## config.mk

```make
export PLATFORM = sky130hd
export DESIGN_NAME = radix_converter_unit
export DESIGN_NICKNAME = d
export VERILOG_FILES = /design/src/hdl/rcu_pkg.sv /design/src/hdl/rcu_sequencer.sv /design/src/hdl/rcu_datapath.sv /design/src/hdl/radix_converter_unit.sv
export SDC_FILE = /design/constraint.sdc
export NUM_CORES = 1
export LEC_CHECK = 0
export BUFFER_PORTS_ARGS = -buffer_cell sky130_fd_sc_hd__buf_2
export CAP_MARGIN = 20
export CORE_ASPECT_RATIO = 1.75
export CORE_MARGIN = 10
export CORE_UTILIZATION = 40
export DETAILED_ROUTE_END_ITERATION = 7
export GPL_ROUTABILITY_DRIVEN = 0
export GPL_TIMING_DRIVEN = 0
export PLACE_DENSITY = 0.52
export REMOVE_ABC_BUFFERS = 1
export SYNTH_ARGS = -nofsm -noshare
export SYNTH_HDL_FRONTEND = slang
export SYNTH_SLANG_ARGS = --single-unit
```

## constraint.sdc

```tcl
create_clock -name clk_i -period 10.4 [get_ports clk_i]
set_clock_uncertainty 0.1 [all_clocks]
set_input_delay 0.52 -clock clk_i [delete_from_list [all_inputs] [get_ports clk_i]]
set_output_delay 0.52 -clock clk_i [all_outputs]
set_load 0.03 [all_outputs]
```

## src/hdl/rcu_pkg.sv

```systemverilog
`default_nettype none
// ----------------------------------------------------------------------------
// rcu_pkg
// Shared types, constants and the control store of the radix converter.
// ----------------------------------------------------------------------------
package rcu_pkg;

  localparam int VALUE_WIDTH = 32;
  localparam int MAX_DIGITS  = 32;

  localparam int ACC_W  = VALUE_WIDTH - 1;
  localparam int BASE_W = 6;
  localparam int CHAR_W = 8;
  localparam int DIG_W  = 4;
  localparam int DIG_AW = $clog2(MAX_DIGITS);
  localparam int DIG_CW = $clog2(MAX_DIGITS + 1);
  localparam int BIT_CW = $clog2(ACC_W);

  localparam logic CFG_IN_BASE  = 1'b0;
  localparam logic CFG_OUT_BASE = 1'b1;

  typedef enum logic [2:0] {
    ST_OK        = 3'd0,
    ST_BAD_BASE  = 3'd1,
    ST_BAD_DIGIT = 3'd2,
    ST_OVERFLOW  = 3'd3,
    ST_ZERO      = 3'd4
  } status_e;

  typedef enum logic [3:0] {
    OP_NOP,
    OP_LATCH,
    OP_ACCUM,
    OP_CHECK,
    OP_DIVINIT,
    OP_DIVSTEP,
    OP_STORE,
    OP_OVCHK,
    OP_READ,
    OP_EMIT_DG,
    OP_EMIT_ST
  } op_e;

  typedef enum logic [2:0] {
    C_ALWAYS,
    C_NEVER,
    C_NOT_LAST,
    C_BAD,
    C_DIV_MORE,
    C_MORE,
    C_V_NZ,
    C_N_NZ
  } cond_e;

  typedef enum logic [3:0] {
    S_WAIT     = 4'd0,
    S_ACCUM    = 4'd1,
    S_CHECK    = 4'd2,
    S_DIVINIT  = 4'd3,
    S_DIVSTEP  = 4'd4,
    S_STORE    = 4'd5,
    S_OVCHK    = 4'd6,
    S_READ     = 4'd7,
    S_EMIT_DG  = 4'd8,
    S_RESTART  = 4'd9,
    S_EMIT_ST  = 4'd10
  } step_e;

  typedef struct packed {
    logic  wait_in;
    logic  wait_out;
    op_e   op;
    cond_e cond;
    step_e target;
  } ucode_t;

  typedef struct packed {
    op_e  op;
    logic fire;
  } ctrl_t;

  typedef struct packed {
    logic in_valid;
    logic out_free;
    logic last;
    logic bad;
    logic div_more;
    logic more;
    logic v_nz;
    logic n_nz;
  } flags_t;

  function automatic ucode_t ucode_rom(step_e step);
    ucode_t w;
    w = '{wait_in: 1'b0, wait_out: 1'b0, op: OP_NOP, cond: C_ALWAYS, target: S_WAIT};
    case (step)
      S_WAIT:    w = '{1'b1, 1'b0, OP_LATCH,   C_NEVER,    S_WAIT};
      S_ACCUM:   w = '{1'b0, 1'b0, OP_ACCUM,   C_NOT_LAST, S_WAIT};
      S_CHECK:   w = '{1'b0, 1'b0, OP_CHECK,   C_BAD,      S_EMIT_ST};
      S_DIVINIT: w = '{1'b0, 1'b0, OP_DIVINIT, C_NEVER,    S_WAIT};
      S_DIVSTEP: w = '{1'b0, 1'b0, OP_DIVSTEP, C_DIV_MORE, S_DIVSTEP};
      S_STORE:   w = '{1'b0, 1'b0, OP_STORE,   C_MORE,     S_DIVINIT};
      S_OVCHK:   w = '{1'b0, 1'b0, OP_OVCHK,   C_V_NZ,     S_EMIT_ST};
      S_READ:    w = '{1'b0, 1'b0, OP_READ,    C_NEVER,    S_WAIT};
      S_EMIT_DG: w = '{1'b0, 1'b1, OP_EMIT_DG, C_N_NZ,     S_READ};
      S_RESTART: w = '{1'b0, 1'b0, OP_NOP,     C_ALWAYS,   S_WAIT};
      S_EMIT_ST: w = '{1'b0, 1'b1, OP_EMIT_ST, C_ALWAYS,   S_WAIT};
      default:   w = '{1'b0, 1'b0, OP_NOP,     C_ALWAYS,   S_WAIT};
    endcase
    return w;
  endfunction

endpackage
`default_nettype wire

```

## src/hdl/rcu_sequencer.sv

```systemverilog
`default_nettype none
// ----------------------------------------------------------------------------
// rcu_sequencer
// Step counter over the control store, with wait and conditional jumps.
// ----------------------------------------------------------------------------
module rcu_sequencer (
  input  wire logic            clk_i,
  input  wire logic            rst_ni,
  input  wire rcu_pkg::flags_t flags_i,
  output rcu_pkg::ctrl_t       ctrl_o,
  output logic                 in_stall_o
);

  rcu_pkg::step_e  pc_q, pc_d;
  rcu_pkg::ucode_t uw;
  logic            proceed;
  logic            taken;

  assign uw = rcu_pkg::ucode_rom(pc_q);

  always_comb begin
    proceed = !(uw.wait_in && !flags_i.in_valid) && !(uw.wait_out && !flags_i.out_free);
    case (uw.cond)
      rcu_pkg::C_ALWAYS:   taken = 1'b1;
      rcu_pkg::C_NEVER:    taken = 1'b0;
      rcu_pkg::C_NOT_LAST: taken = !flags_i.last;
      rcu_pkg::C_BAD:      taken = flags_i.bad;
      rcu_pkg::C_DIV_MORE: taken = flags_i.div_more;
      rcu_pkg::C_MORE:     taken = flags_i.more;
      rcu_pkg::C_V_NZ:     taken = flags_i.v_nz;
      rcu_pkg::C_N_NZ:     taken = flags_i.n_nz;
      default:             taken = 1'b0;
    endcase
  end

  always_comb begin
    pc_d = pc_q;
    if (proceed) begin
      if (taken) begin
        pc_d = uw.target;
      end else begin
        pc_d = rcu_pkg::step_e'(4'(pc_q) + 4'd1);
      end
    end
  end

  always_comb begin
    ctrl_o.op   = uw.op;
    ctrl_o.fire = proceed;
    in_stall_o  = !uw.wait_in;
  end

  always_ff @(posedge clk_i or negedge rst_ni) begin
    if (!rst_ni) begin
      pc_q <= rcu_pkg::S_WAIT;
    end else begin
      pc_q <= pc_d;
    end
  end

endmodule
`default_nettype wire

```

## src/hdl/rcu_datapath.sv

```systemverilog
`default_nettype none
// ----------------------------------------------------------------------------
// rcu_datapath
// Accumulator, bit-serial divider, remainder store and output register.
// ----------------------------------------------------------------------------
module rcu_datapath (
  input  wire logic                        clk_i,
  input  wire logic                        rst_ni,
  input  wire rcu_pkg::ctrl_t              ctrl_i,
  input  wire logic                        in_valid_i,
  input  wire logic [rcu_pkg::CHAR_W-1:0]  digit_char_i,
  input  wire logic                        last_i,
  input  wire logic                        cfg_we_i,
  input  wire logic                        cfg_idx_i,
  input  wire logic [rcu_pkg::BASE_W-1:0]  cfg_data_i,
  input  wire logic                        out_stall_i,
  output logic                             out_valid_o,
  output logic [rcu_pkg::CHAR_W-1:0]       out_char_o,
  output logic [2:0]                       status_o,
  output logic                             out_last_o,
  output rcu_pkg::flags_t                  flags_o
);

  localparam int PROD_W = rcu_pkg::ACC_W + rcu_pkg::BASE_W;
  localparam logic [7:0] CH_0 = 8'h30;
  localparam logic [7:0] CH_9 = 8'h39;
  localparam logic [7:0] CH_A = 8'h41;
  localparam logic [7:0] CH_Z = 8'h5A;
  localparam logic [6:0] NO_DIGIT = 7'd64;

  function automatic logic [6:0] char_value(logic [7:0] c);
    logic [6:0] r;
    r = NO_DIGIT;
    if (c >= CH_0 && c <= CH_9) begin
      r = 7'(c - CH_0);
    end else if (c >= CH_A && c <= CH_Z) begin
      r = 7'(c - CH_A) + 7'd10;
    end
    return r;
  endfunction

  logic [rcu_pkg::BASE_W-1:0]  in_base_q, out_base_q;
  logic [rcu_pkg::ACC_W-1:0]   acc_q, acc_d;
  rcu_pkg::status_e            err_q, err_d;
  rcu_pkg::status_e            st_q, st_d, st_now;
  logic [rcu_pkg::CHAR_W-1:0]  char_q;
  logic                        last_q;
  logic [rcu_pkg::ACC_W-1:0]   v_q, v_d;
  logic [rcu_pkg::DIG_W-1:0]   rem_q, rem_d;
  logic [rcu_pkg::BIT_CW-1:0]  bit_q, bit_d;
  logic [rcu_pkg::DIG_CW-1:0]  n_q, n_d;
  logic [rcu_pkg::DIG_W-1:0]   mem [rcu_pkg::MAX_DIGITS];
  logic [rcu_pkg::DIG_W-1:0]   rd_q;
  logic [rcu_pkg::DIG_AW-1:0]  rd_addr;

  logic                        ov_q, ov_d;
  logic [rcu_pkg::CHAR_W-1:0]  oc_q, oc_d;
  logic [2:0]                  os_q, os_d;
  logic                        ol_q, ol_d;
  logic                        out_free;

  logic [6:0]                  dval;
  logic [PROD_W-1:0]           prod;
  logic [4:0]                  trial;
  logic                        qbit;
  logic [4:0]                  diff;
  logic                        fire;

  assign fire     = ctrl_i.fire;
  assign out_free = !ov_q || !out_stall_i;
  assign rd_addr  = rcu_pkg::DIG_AW'(n_q - rcu_pkg::DIG_CW'(1));

  always_comb begin
    dval  = char_value(char_q);
    prod  = PROD_W'(acc_q) * PROD_W'(in_base_q) + PROD_W'(dval);
    trial = {rem_q, v_q[rcu_pkg::ACC_W-1]};
    qbit  = trial >= out_base_q[4:0];
    diff  = trial - out_base_q[4:0];
    if (err_q != rcu_pkg::ST_OK) begin
      st_now = err_q;
    end else if (out_base_q < 6'd2 || out_base_q > 6'd16) begin
      st_now = rcu_pkg::ST_BAD_BASE;
    end else if (acc_q == '0) begin
      st_now = rcu_pkg::ST_ZERO;
    end else begin
      st_now = rcu_pkg::ST_OK;
    end
  end

  always_comb begin
    acc_d = acc_q;
    err_d = err_q;
    st_d  = st_q;
    v_d   = v_q;
    rem_d = rem_q;
    bit_d = bit_q;
    n_d   = n_q;
    ov_d  = ov_q && out_stall_i;
    oc_d  = oc_q;
    os_d  = os_q;
    ol_d  = ol_q;
    if (fire) begin
      case (ctrl_i.op)
        rcu_pkg::OP_ACCUM: begin
          if (err_q == rcu_pkg::ST_OK) begin
            if (dval >= {1'b0, in_base_q}) begin
              err_d = rcu_pkg::ST_BAD_DIGIT;
            end else if (prod[PROD_W-1:rcu_pkg::ACC_W] != '0) begin
              err_d = rcu_pkg::ST_OVERFLOW;
            end else begin
              acc_d = prod[rcu_pkg::ACC_W-1:0];
            end
          end
        end
        rcu_pkg::OP_CHECK: begin
          st_d  = st_now;
          v_d   = acc_q;
          n_d   = '0;
          acc_d = '0;
          err_d = rcu_pkg::ST_OK;
        end
        rcu_pkg::OP_DIVINIT: begin
          rem_d = '0;
          bit_d = '0;
        end
        rcu_pkg::OP_DIVSTEP: begin
          rem_d = qbit ? diff[3:0] : trial[3:0];
          v_d   = {v_q[rcu_pkg::ACC_W-2:0], qbit};
          bit_d = bit_q + rcu_pkg::BIT_CW'(1);
        end
        rcu_pkg::OP_STORE: begin
          n_d = n_q + rcu_pkg::DIG_CW'(1);
        end
        rcu_pkg::OP_OVCHK: begin
          st_d = rcu_pkg::ST_OVERFLOW;
        end
        rcu_pkg::OP_READ: begin
          n_d = n_q - rcu_pkg::DIG_CW'(1);
        end
        rcu_pkg::OP_EMIT_DG: begin
          ov_d = 1'b1;
          oc_d = (rd_q < 4'd10) ? (CH_0 + 8'(rd_q)) : (CH_A + 8'(rd_q) - 8'd10);
          os_d = rcu_pkg::ST_OK;
          ol_d = n_q == '0;
        end
        rcu_pkg::OP_EMIT_ST: begin
          ov_d = 1'b1;
          oc_d = '0;
          os_d = st_q;
          ol_d = 1'b1;
        end
        default: begin
        end
      endcase
    end
  end

  always_ff @(posedge clk_i or negedge rst_ni) begin
    if (!rst_ni) begin
      in_base_q  <= 6'd10;
      out_base_q <= 6'd10;
      acc_q      <= '0;
      err_q      <= rcu_pkg::ST_OK;
      st_q       <= rcu_pkg::ST_OK;
      bit_q      <= '0;
      n_q        <= '0;
      ov_q       <= 1'b0;
    end else begin
      if (cfg_we_i) begin
        if (cfg_idx_i == rcu_pkg::CFG_IN_BASE) begin
          in_base_q <= cfg_data_i;
        end else begin
          out_base_q <= cfg_data_i;
        end
      end
      acc_q <= acc_d;
      err_q <= err_d;
      st_q  <= st_d;
      bit_q <= bit_d;
      n_q   <= n_d;
      ov_q  <= ov_d;
    end
  end

  always_ff @(posedge clk_i) begin
    if (fire && ctrl_i.op == rcu_pkg::OP_LATCH) begin
      char_q <= digit_char_i;
      last_q <= last_i;
    end
    if (fire && ctrl_i.op == rcu_pkg::OP_STORE) begin
      mem[n_q[rcu_pkg::DIG_AW-1:0]] <= rem_q;
    end
    if (fire && ctrl_i.op == rcu_pkg::OP_READ) begin
      rd_q <= mem[rd_addr];
    end
    v_q   <= v_d;
    rem_q <= rem_d;
    oc_q  <= oc_d;
    os_q  <= os_d;
    ol_q  <= ol_d;
  end

  always_comb begin
    flags_o.in_valid = in_valid_i;
    flags_o.out_free = out_free;
    flags_o.last     = last_q;
    flags_o.bad      = st_now != rcu_pkg::ST_OK;
    flags_o.div_more = bit_q != rcu_pkg::BIT_CW'(rcu_pkg::ACC_W - 1);
    flags_o.v_nz     = v_q != '0;
    flags_o.more     = (v_q != '0) && (n_q != rcu_pkg::DIG_CW'(rcu_pkg::MAX_DIGITS - 1));
    flags_o.n_nz     = n_q != '0;
  end

  assign out_valid_o = ov_q;
  assign out_char_o  = oc_q;
  assign status_o    = os_q;
  assign out_last_o  = ol_q;

endmodule
`default_nettype wire

```

## src/hdl/radix_converter_unit.sv

```systemverilog
`default_nettype none
// ----------------------------------------------------------------------------
// radix_converter_unit
// Converts a number given as ASCII digits in one radix to ASCII digits in
// another radix.
// Input channel: one digit character per word, most significant first,
// last_i on the final character. Output channel: one character per word,
// most significant first, out_last_o on the final word; an error or a zero
// value gives a single status word instead. Set bases while the unit is idle.
// Each input character is first accepted, then accumulated. After the final
// character the unit runs the checks; on an error or a zero value a status
// word is then loaded once the output register is free. Otherwise each output
// digit comes from the bit-serial divider (setup, one quotient bit per cycle
// over 31 value bits, store), then a step checks the digit count, each digit
// is read from the remainder store and emitted, and a last step ends the
// number. The input stalls until then.
// The output register holds its word while the receiver stalls; the unit
// waits only when it has a further word to load.
// Reset sets both bases to 10, clears the accumulator and error flag and
// empties the output register.
// ----------------------------------------------------------------------------
module radix_converter_unit (
  input  wire logic                        clk_i,
  input  wire logic                        rst_ni,
  input  wire logic                        in_valid_i,
  output logic                             in_stall_o,
  input  wire logic [rcu_pkg::CHAR_W-1:0]  digit_char_i,
  input  wire logic                        last_i,
  output logic                             out_valid_o,
  input  wire logic                        out_stall_i,
  output logic [rcu_pkg::CHAR_W-1:0]       out_char_o,
  output logic [2:0]                       status_o,
  output logic                             out_last_o,
  input  wire logic                        cfg_we_i,
  input  wire logic                        cfg_idx_i,
  input  wire logic [rcu_pkg::BASE_W-1:0]  cfg_data_i
);

  rcu_pkg::ctrl_t  ctrl;
  rcu_pkg::flags_t flags;

  rcu_sequencer u_seq (
    .clk_i      (clk_i),
    .rst_ni     (rst_ni),
    .flags_i    (flags),
    .ctrl_o     (ctrl),
    .in_stall_o (in_stall_o)
  );

  rcu_datapath u_dp (
    .clk_i        (clk_i),
    .rst_ni       (rst_ni),
    .ctrl_i       (ctrl),
    .in_valid_i   (in_valid_i),
    .digit_char_i (digit_char_i),
    .last_i       (last_i),
    .cfg_we_i     (cfg_we_i),
    .cfg_idx_i    (cfg_idx_i),
    .cfg_data_i   (cfg_data_i),
    .out_stall_i  (out_stall_i),
    .out_valid_o  (out_valid_o),
    .out_char_o   (out_char_o),
    .status_o     (status_o),
    .out_last_o   (out_last_o),
    .flags_o      (flags)
  );

endmodule
`default_nettype wire

```

# After elaboration in Yosys (flattened, before gate mapping)

Memories as Yosys holds them, arrays and structs flattened. A register that Yosys moved wholly into a read port is not among the register bits.
Cells that the tools add are included.

Register bits: 121
Bits in latches: 0
Bits in writable memories: 128
Bits in read-only memories: 208
Bits of input ports: 21
Output and inout bits: 14
Logic and storage cells: 138
Memories kept: 2

$add $sub $neg: 12
Multipliers: 1
Divide/modulo/power cells: 0
Magnitude comparators: 9
Equality and inequality tests: 23
Shift-type cells: 0
Multiplexer cells: 29
Bitwise operators: 1
Reduce and logical (&&, ||, !) cells: 45

Memories:

| name            | depth | width | read ports | clocked after Yosys merged registers in | wr ports | RTL line           | source |
|---|---|---|---|---|---|---|---|
| (no name shown) | 16    | 13    | 1          | 0                                       | 0        | rcu_pkg.sv:96      | `case (step)` |
| u_dp.mem        | 32    | 4     | 1          | 1                                       | 1        | rcu_datapath.sv:52 | `logic [rcu_pkg::DIG_W-1:0] mem [rcu_pkg::MAX_DIGITS];` |

Operators by type and width:

| cell                                                               | count |
|---|---|
| one-hot mux 31 bit (2 select lines)                                | 2 |
| 2-to-1 mux 31 bit                                                  | 3 |
| adder 37 x 7 -> 37 bit                                             | 1 |
| multiplier 31 x 6 -> 37 bit                                        | 1 |
| zero test 31 bit                                                   | 1 |
| nonzero test 31 bit                                                | 1 |
| 2-to-1 mux 3 bit                                                   | 6 |
| one-hot mux 3 bit (2 select lines)                                 | 3 |
| one-hot mux 6 bit (3 select lines)                                 | 1 |
| equality test 4 x 3 -> 1 bit (second input constant)               | 4 |
| one-hot mux 8 bit (2 select lines)                                 | 1 |
| 2-to-1 mux 7 bit                                                   | 2 |
| AND reduction 2 bit                                                | 7 |
| equality test 3 bit (second input constant)                        | 4 |
| equality test 4 bit (second input constant)                        | 3 |
| nonzero test 6 bit                                                 | 2 |
| logical AND 1 bit                                                  | 10 |
| one-hot mux 5 bit (2 select lines)                                 | 1 |
| nonzero test 2 bit                                                 | 5 |
| nonzero test 3 bit                                                 | 3 |
| adder 7 x 4 -> 8 bit (first input constant)                        | 1 |
| equality test 4 x 2 -> 1 bit (second input constant)               | 2 |
| greater-or-equal comparator 8 x 6 -> 1 bit (second input constant) | 1 |
| greater-or-equal comparator 8 x 7 -> 1 bit (second input constant) | 1 |
| other kinds (39)                                                   | 54 |

# Logic depth before layout (Yosys ltp)

Gate-level depths: netlist of run 1.

Depth in word-level cells: 10
Depth in mapped cells: 21
Depth with buffers taken out: 20

# By module

From an unflattened synthesis of run 1, not the netlist that was laid out.

Cells, all modules: 1,603
Area, all modules: 18,011.0 um^2

By module, submodules not included:

| module        | instances | cells an instance | area each (um^2) | sequential area each (um^2) |
|---|---|---|---|---|
| rcu_datapath  | 1         | 1,533             | 17,464.2         | 7,121.8 |
| rcu_sequencer | 1         | 70                | 546.8            | 100.1 |

# Least setup slack after synthesis of run 1

OpenSTA, ideal clock, no wires.

Path kind: reg-to-reg
Start: register u_dp.in_base_q[3] (netlist bit)
End: register u_dp.acc_q[11] (netlist bit)
Library setup time: 0.079 ns
Data arrival time: 5.624 ns
Required time: 10.221 ns
Path slack: 4.597 ns
Cell stages (with the launch flop): 21
Path buffers: 2
Clock period less this slack: 5.803 ns
Cell sequence: dfstp_2 clkbuf_1 nand2_1 fa_1 fa_1 inv_1 fa_1 inv_1 fa_1 inv_1 ha_1 a21o_1 a21oi_2 a211oi_4 a211oi_2 o211a_1 or3_1 or3_4 nor4b_4 buf_6 mux2i_1

Longest elaborated chain between the ends: 6
Elaborated cells between the ends (all ways): 11
Classes of those cells: add/sub (1); mul (1); order compare (1); eq/ne (2); mux (4); reduce/logical (2)

Ends and longest elaborated chain:

| item                                | RTL line            | source |
|---|---|---|
| start, declared                     | rcu_datapath.sv:42  | `logic [rcu_pkg::BASE_W-1:0] in_base_q, out_base_q;` |
| start signal, assigned              | rcu_datapath.sv:171 | `in_base_q <= cfg_data_i;` |
| multiplier 31 x 6 -> 37 bit         | rcu_datapath.sv:75  | `prod = PROD_W'(acc_q) * PROD_W'(in_base_q) + PROD_W'(dval);` |
| adder 37 x 7 -> 37 bit              | rcu_datapath.sv:75  |  |
| 2-to-1 mux 31 bit                   | rcu_datapath.sv:108 | `end else if (prod[PROD_W-1:rcu_pkg::ACC_W] != '0) begin` |
| 2-to-1 mux 31 bit                   | rcu_datapath.sv:106 | `if (dval >= {1'b0, in_base_q}) begin` |
| 2-to-1 mux 31 bit                   | rcu_datapath.sv:105 | `if (err_q == rcu_pkg::ST_OK) begin` |
| one-hot mux 31 bit (2 select lines) | rcu_datapath.sv:103 | `case (ctrl_i.op)` |
| end signal, assigned                | rcu_datapath.sv:162 | `acc_q <= '0;` |
| end signal, assigned                | rcu_datapath.sv:176 | `acc_q <= acc_d;` |
| end, declared                       | rcu_datapath.sv:43  | `logic [rcu_pkg::ACC_W-1:0] acc_q, acc_d;` |

Several ways; a longest one is shown, not always the timed one. The select of a mux whose other input is x is not followed.
A chain may end at the register's enable or synchronous reset.

# Worst setup path after layout of run 1

Start: register u_dp.in_base_q[5] (netlist bit)
End: register u_dp.acc_q[7] (netlist bit)

Same word-level chain as after synthesis.

==> results of run 1 <==
kinds of logic (layout without fill, tap and decap cells):
kind of cell | count (synthesis) | count (layout) | synth area share, %
muxes | 120 | 120 | 9.731
and+or+nand+nor | 545 | 545 | 15.76
xor gates and xnor gates | 37 | 37 | 1.794
DFF | 251 | 251 | 39.98
AOI/OAI and AO/OA | 228 | 228 | 8.062
buffers and inverters | 154 | 181 | 3.387
adders and majority gates | 234 | 234 | 21.28
other | 1 | 1 | 0.02076
registers in the layout (all words and copies together), names as in the netlist:
| signal | flops |
|---|---|
| u_dp.mem | 128 |
| u_dp.acc_q | 31 |
| u_dp.v_q | 31 |
| u_dp.char_q | 8 |
| u_dp.out_char_o | 7 |
| u_dp.in_base_q | 6 |
| u_dp.n_q | 6 |
| u_dp.out_base_q | 6 |
| u_dp.bit_q | 5 |
| u_dp.rd_q | 4 |
| u_dp.rem_q | 4 |
| u_seq.pc_q | 4 |
| u_dp.st_q | 3 |
| u_dp.status_o | 3 |
| u_dp.err_q | 2 |
| u_dp.last_q | 1 |
| u_dp.out_last_o | 1 |
| u_dp.out_valid_o | 1 |
final cells by class:
type                            count  share of cell area (%)
Multi-Input combinational cell   1165                   51.71
Sequential cell                   251                   36.38
Tap cell                          577                   3.636
Clock buffer                       28                   3.308
Timing Repair Buffer               49                   2.287
Inverter                           87                   1.645
Clock inverter                     17                   1.033
metrics by stage:
stage / cells / hold WS, ns / setup slack, ns / utilization, %
floorplan: 1503 / 0.1244 / 3.572 / -
global placement: 2113 / 0.3619 / 1.196 / 41.62
detailed placement: 2123 / 0.3629 / 2.453 / 42.08
CTS: 2169 / 0.03656 / 2.423 / 44.02
global route: 2174 / 0.03941 / 2.003 / 44.27
finish: 2174 / 0.06188 / 2.408 / 44.27
power by group:
group          switching [mW]  internal (mW)
sequential              0.207           1.33
clock                   0.400          0.558
combinational           0.992          0.684
total                    1.60           2.57
worst max path at each step:
stage,start,endpoint,cells after the start
after floorplan,u_dp.in_base_q[5]$_DFFE_PN0P_,u_dp.acc_q[0]$_DFFE_PN0P_,18
after global routing,u_dp.in_base_q[5]$_DFFE_PN0P_,u_dp.acc_q[5]$_DFFE_PN0P_,21
final,u_dp.in_base_q[5]$_DFFE_PN0P_,u_dp.acc_q[7]$_DFFE_PN0P_,21
after detailed placement,u_dp.in_base_q[5]$_DFFE_PN0P_,u_dp.acc_q[5]$_DFFE_PN0P_,21
after CTS,u_dp.in_base_q[5]$_DFFE_PN0P_,u_dp.acc_q[5]$_DFFE_PN0P_,21
after global placement,u_dp.in_base_q[0]$_DFFE_PN0P_,u_dp.acc_q[5]$_DFFE_PN0P_,17
layout by cell type, fill, tap and decap left out, drive strengths merged, types with 5 or more instances in the layout:
master / n
nand3: 25
xnor2: 20
xor2: 17
nand2: 147
nand4: 17
nor2b: 12
nor4: 17
o21ai: 63
o22ai: 5
a21oi: 64
dfrtp: 60
a31oi: 12
or3: 10
mux2i: 35
nor2: 85
inv: 90
buf: 48
or2: 5
and2: 177
a21o: 15
nand2b: 5
mux2: 45
ha: 112
fa: 122
nor3: 22
clkinv: 9
mux4: 40
a211oi: 11
clkbuf: 28
o211ai: 11
edfxtp: 187
o21a: 5
nand3b: 6
o21bai: 5
routing by layer:
metal  track usage (%)  wire [um]
met2             35.29      27460
met1             17.22      16770
met5                 0          0
met3             1.284        815
met4             5.073       1224
worst max-delay path, cell delays in order, from the launching register on:
cell,delay [ns]
dfrtp_1,1.02
nand2_1,0.18
fa_1,0.56
fa_1,0.54
inv_1,0.05
fa_1,0.53
inv_1,0.05
fa_1,0.50
inv_1,0.04
ha_1,0.38
a21oi_1,0.24
o211ai_1,0.19
a41oi_1,0.85
o211ai_1,0.40
nor4_1,0.26
nor4_1,0.11
a31oi_1,0.41
nor4b_4,0.60
buf_6,0.26
buf_6,0.21
buf_8,0.18
mux2i_1,0.21
==> flow_summary.json, run 1 <==
{
  "outcome": "finished, final reports clean",
  "vias_per_cell": 5.507,
  "drtPass1Iterations": 5,
  "dieWidth_um": 180.7,
  "synth_warnings": 0,
  "cts_setup_buffers": 0,
  "r2r_setup_slack_ns": 2.41,
  "die_h_um": 301.1,
  "placedInstanceArea_sq_um": 18870,
  "syn_area_sq_um": 18070,
  "hold_viol_final": 0,
  "fin_area_sq_um": 19860,
  "cts_resized": 0,
  "die_area_sq_um": 54400,
  "setup_tns_ns": 0,
  "crit_type": "reg2reg",
  "avgSynthCellArea_sq_um": 11.51,
  "register_area_sq_um": 7223,
  "required_ns": 10.76,
  "worstHoldEndpoint": "u_dp.char_q[4]$_DFFE_PP_",
  "seq_area_frac_synth_pct": 39.98,
  "synth_flop_cell": "edfxtp_1",
  "cts_num_sinks": 251,
  "start_kind": "register",
  "drv_slew": 0,
  "grt_max_degree": 38,
  "r2r-start": "u_dp.in_base_q[5]$_DFFE_PN0P_",
  "power_mw": 4.172,
  "synth_area_leaders": "edfxtp_1 31%, fa_1 14%, dfrtp_1 8.3%",
  "finalSetupViolations": 0,
  "drcViolationCount": 0,
  "hold_path.class": "in2reg",
  "insertion_delay_ns": 0.54,
  "io_pins": 35,
  "async_flop_share_pct": 25.50,
  "peakVddDrop_uv": 155.7,
  "drt_iter0_drc": 487,
  "fin_crit_sh_pct": 76.85,
  "wl_per_cell_um": 21.28,
  "holdPathStages": 1,
  "cp_max_fo": 32,
  "io_buffers": 33,
  "vias": 11973,
  "drive_above_1_share_pct": 12.65,
  "worstPathArrival_ns": 8.35,
  "clk_pin_slew_ns": 0.06,
  "htree_levels": 1,
  "synth_commonest_cells": "187 x edfxtp_1, 177 x and2_1, 147 x nand2_1",
  "num-nets-final": 1834,
  "ctsHoldBuffers": 1,
  "antenna_found_initial": 2,
  "max_freq_ghz": 0.1251,
  "diodes": 0,
  "cts_buffers": 25,
  "power_leakage_nw": 8.379,
  "yosysMostFrequentCell": "edfxtp_1",
  "routed_wl_mm": 46.27,
  "area_growth_pct": 9.904,
  "start_util_pct": 40.28,
  "rows": 103,
  "synth_cells": 1570,
  "r2r_cells": 21,
  "core_sq_um": 44850,
  "r2r_end": "u_dp.acc_q[7]$_DFFE_PN0P_",
  "yosysTopAreaCell": "edfxtp_1",
  "grt_pass1_wl_mm": 73.65,
  "ys_ff_latch": 251,
  "drv_cap": 0,
  "min_period_ns": 7.992,
  "tightest_slew_ns": 1.036,
  "grt_pass1_vias": 12883,
  "grt_overflow": 0,
  "cts_tree": "done",
  "final.fill_count": 4233,
  "ant_nets": 0,
  "dp_hpwl_mm": 36.17,
  "cts.path.max_buffers": 3,
  "cp-end-kind": "register",
  "grt_setup_unrepaired": "false",
  "synthDistinctLibCells": 71,
  "grtUsageTotal_pct": 16.99,
  "p_per_area_nw_per_um2": 210.1,
  "root_buffer": "clkbuf_16",
  "min_from": "digit_char_i[4]",
  "synth_top_cell_area_share_pct": 31.08,
  "max-slew-margin-rel_pct": 30.44,
  "synth_edf_count": 187,
  "multiInputGateArea_sq_um": 10270
}
Note: power is estimated with default switching activity, not from simulation.
==> run 2: changes to the inputs <==
- PLACE_DENSITY: 0.52 -> 0.54
- clock period: 10.4 -> 6.4 ns (I/O delays scaled with it)
==> run 2 against run 1 <==
- sequential power rose by 62%
- worst hold slack improved by 0.011 ns
- power up 65%
- count of clock-buffer cells in the layout up 3
- die area unchanged
- core utilization is 1.1 points higher
- maximum frequency increased by 29%
- via count up 2.9%
- register-to-register slack got worse by 2.2 ns
- sequential cell count did not move
- first-iteration DRC count increased by 18%
- clock power grew 61%
==> flow_summary.json, run 2 (synthesis gave the netlist of run 1 again) <==
{
  "outcome": "finished, final reports clean",
  "grt_overflow": 0,
  "startpoint": "u_dp.in_base_q[3]$_DFFE_PN1P_",
  "core_sq_um": 44850,
  "root_buffer": "clkbuf_16",
  "die_h_um": 301.1,
  "dieWidth_um": 180.7,
  "slowest_stage": "dfstp_4",
  "start_kind": "register",
  "die_area_sq_um": 54400,
  "grt_setup_unrepaired": "true",
  "finalSetupViolations": 0,
  "cts.path.max_buffers": 3,
  "r2r_cells": 19,
  "grt_pass1_vias": 13292,
  "fin_crit_sh_pct": 97.10,
  "vias_per_cell": 5.567,
  "tightest_slew_ns": 1.058,
  "fin_util_pct": 45.41,
  "path_cells": "nand2_1 > fa_1 > fa_1 > inv_1 > fa_1 > inv_1 > fa_1 > inv_1 > ha_4 > o2111ai_4 > a211oi_4 > a211oi_4 > o211a_1 > or3_1 > or3_4 > nor4b_4 > buf_8 > buf_16 > mux2i_1",
  "multiInputGateArea_sq_um": 10360,
  "r2r_setup_slack_ns": 0.19,
  "area_growth_pct": 12.72,
  "power_mw": 6.873,
  "max-slew-margin-rel_pct": 29.48,
  "crit_path_end": "u_dp.acc_q[6]$_DFFE_PN0P_",
  "hold_viol_final": 0,
  "clk_pin_slew_ns": 0.07,
  "register_area_sq_um": 7248,
  "final_cell_mix": "187 x edfxtp_1, 177 x and2_1, 147 x nand2_1",
  "start_util_pct": 40.28,
  "hold_path.class": "in2reg",
  "peakVddDrop_uv": 219.5,
  "cts_tree": "done",
  "r2r-start": "u_dp.in_base_q[3]$_DFFE_PN1P_",
  "grt_max_degree": 38,
  "ant_nets": 0,
  "r2r_end": "u_dp.acc_q[6]$_DFFE_PN0P_",
  "required_ns": 6.75,
  "final_common_cell": "edfxtp_1",
  "power_leakage_nw": 8.561,
  "routed_wl_mm": 47.97,
  "cp-end-kind": "register",
  "largest_reg_flops": 128,
  "p_per_area_nw_per_um2": 337.5,
  "max_freq_ghz": 0.1609,
  "drcViolationCount": 0,
  "worstPathArrival_ns": 6.57,
  "drv_cap": 0,
  "cp_slowest_stage_delay_ns": 0.68,
  "vias": 12326,
  "io_pins": 35,
  "cts_num_sinks": 251,
  "crit_type": "reg2reg",
  "rows": 103,
  "drtPass1Iterations": 5,
  "grtUsageTotal_pct": 17.62,
  "drt_iter0_drc": 575,
  "cts_buffers": 24,
  "antenna_found_initial": 1,
  "dp_hpwl_mm": 36.43,
  "grt_pass1_wl_mm": 76.18,
  "cpMostUsedCell": "fa_1",
  "min_period_ns": 6.214,
  "final.fill_count": 4156,
  "htree_levels": 1,
  "io_buffers": 33,
  "drive_above_1_share_pct": 14.97,
  "num-nets-final": 1874,
  "wl_per_cell_um": 21.67,
  "diodes": 0,
  "insertion_delay_ns": 0.55,
  "cp_max_fo": 20,
  "drv_slew": 0
}
[run 2: cell count changes in the layout (fill, tap and decap cells not counted), sizes merged]
cell         delta
buf            +25
clkbuf          +3
clkinv          -5
clkinvlp        +2
dlygate4sd3    +16
inv             -1
[run 2: metrics by stage]
step	instance area (sq um)	cells	hold slack, ns	setup TNS (ns)	setup slack, ns
finish	20360	2214	0.07279	0	0.1856
global route	20360	2214	0.1211	-0.04095	-0.01187
floorplan	17780	1503	-0.07559	-13.26	-0.4278
global placement	18670	2113	0.3609	-86.75	-2.776
CTS	20170	2202	0.06197	0	0.02948
detailed placement	18930	2124	0.1969	-38.13	-1.430
[run 2: how the worst min path moves through the flow]
| stage | from | end | depth (start not counted) |
|---|---|---|---|
| global placement | u_dp.n_q[5]$_DFFE_PN0P_ | u_dp.n_q[5]$_DFFE_PN0P_ | 1 |
| floorplan | rst_ni | u_dp.acc_q[0]$_DFFE_PN0P_ | 0 |
| detailed placement | rst_ni | u_dp.st_q[0]$_DFFE_PN0P_ | 1 |
| finish | in_valid_i | u_seq.pc_q[3]$_DFFE_PN0P_ | 3 |
| CTS | in_valid_i | u_seq.pc_q[3]$_DFFE_PN0P_ | 3 |
| global route | in_valid_i | u_seq.pc_q[3]$_DFFE_PN0P_ | 3 |
[run 2: worst max-delay path, delay by kind of cell, from the launching register on]
| family | cells | cell delay (ns) |
|---|---|---|
| AO/OA/AOI/OAI | 4 | 1.06 |
| adder cells (fa/ha/maj) | 5 | 2.36 |
| buffers and inverters | 5 | 0.50 |
| flip-flops | 1 | 0.68 |
| multiplexers | 1 | 0.21 |
| AND/OR/NAND/NOR | 4 | 1.17 |
[run 2: final cells by class]
class / count / area share (%)
Multi-Input combinational cell: 1165 / 50.89
Sequential cell: 251 / 35.59
Timing Repair Buffer: 90 / 4.184
Tap cell: 577 / 3.545
Clock buffer: 31 / 3.226
Inverter: 87 / 1.604
Clock inverter: 13 / 0.9585
[run 2: repair_timing]
action / in CTS / in global routing
hold endpoints to repair: 70 / 0
buffers inserted: 18 / 8
hold buffers: 17 / 0
endpoints found under the setup margin: 33 / 30
gates resized for setup: 17 / 16
pin swaps: 2 / 8
[run 2: power by group]
| group | leakage, nW | switching [mW] | internal, mW |
|---|---|---|---|
| Sequential | 2.53 | 0.324 | 2.17 |
| Combinational | 5.62 | 1.65 | 1.18 |
| Clock | 0.407 | 0.648 | 0.896 |
[run 2: layer usage]
layer	GRT usage, %	vias to the layer above	share of wire [%]
met3	1.452	93	2.4
met2	35.85	217	58
met1	17.64	6324	35
met5	0	-	0
li1	-	5692	-
met4	7.267	0	4.4
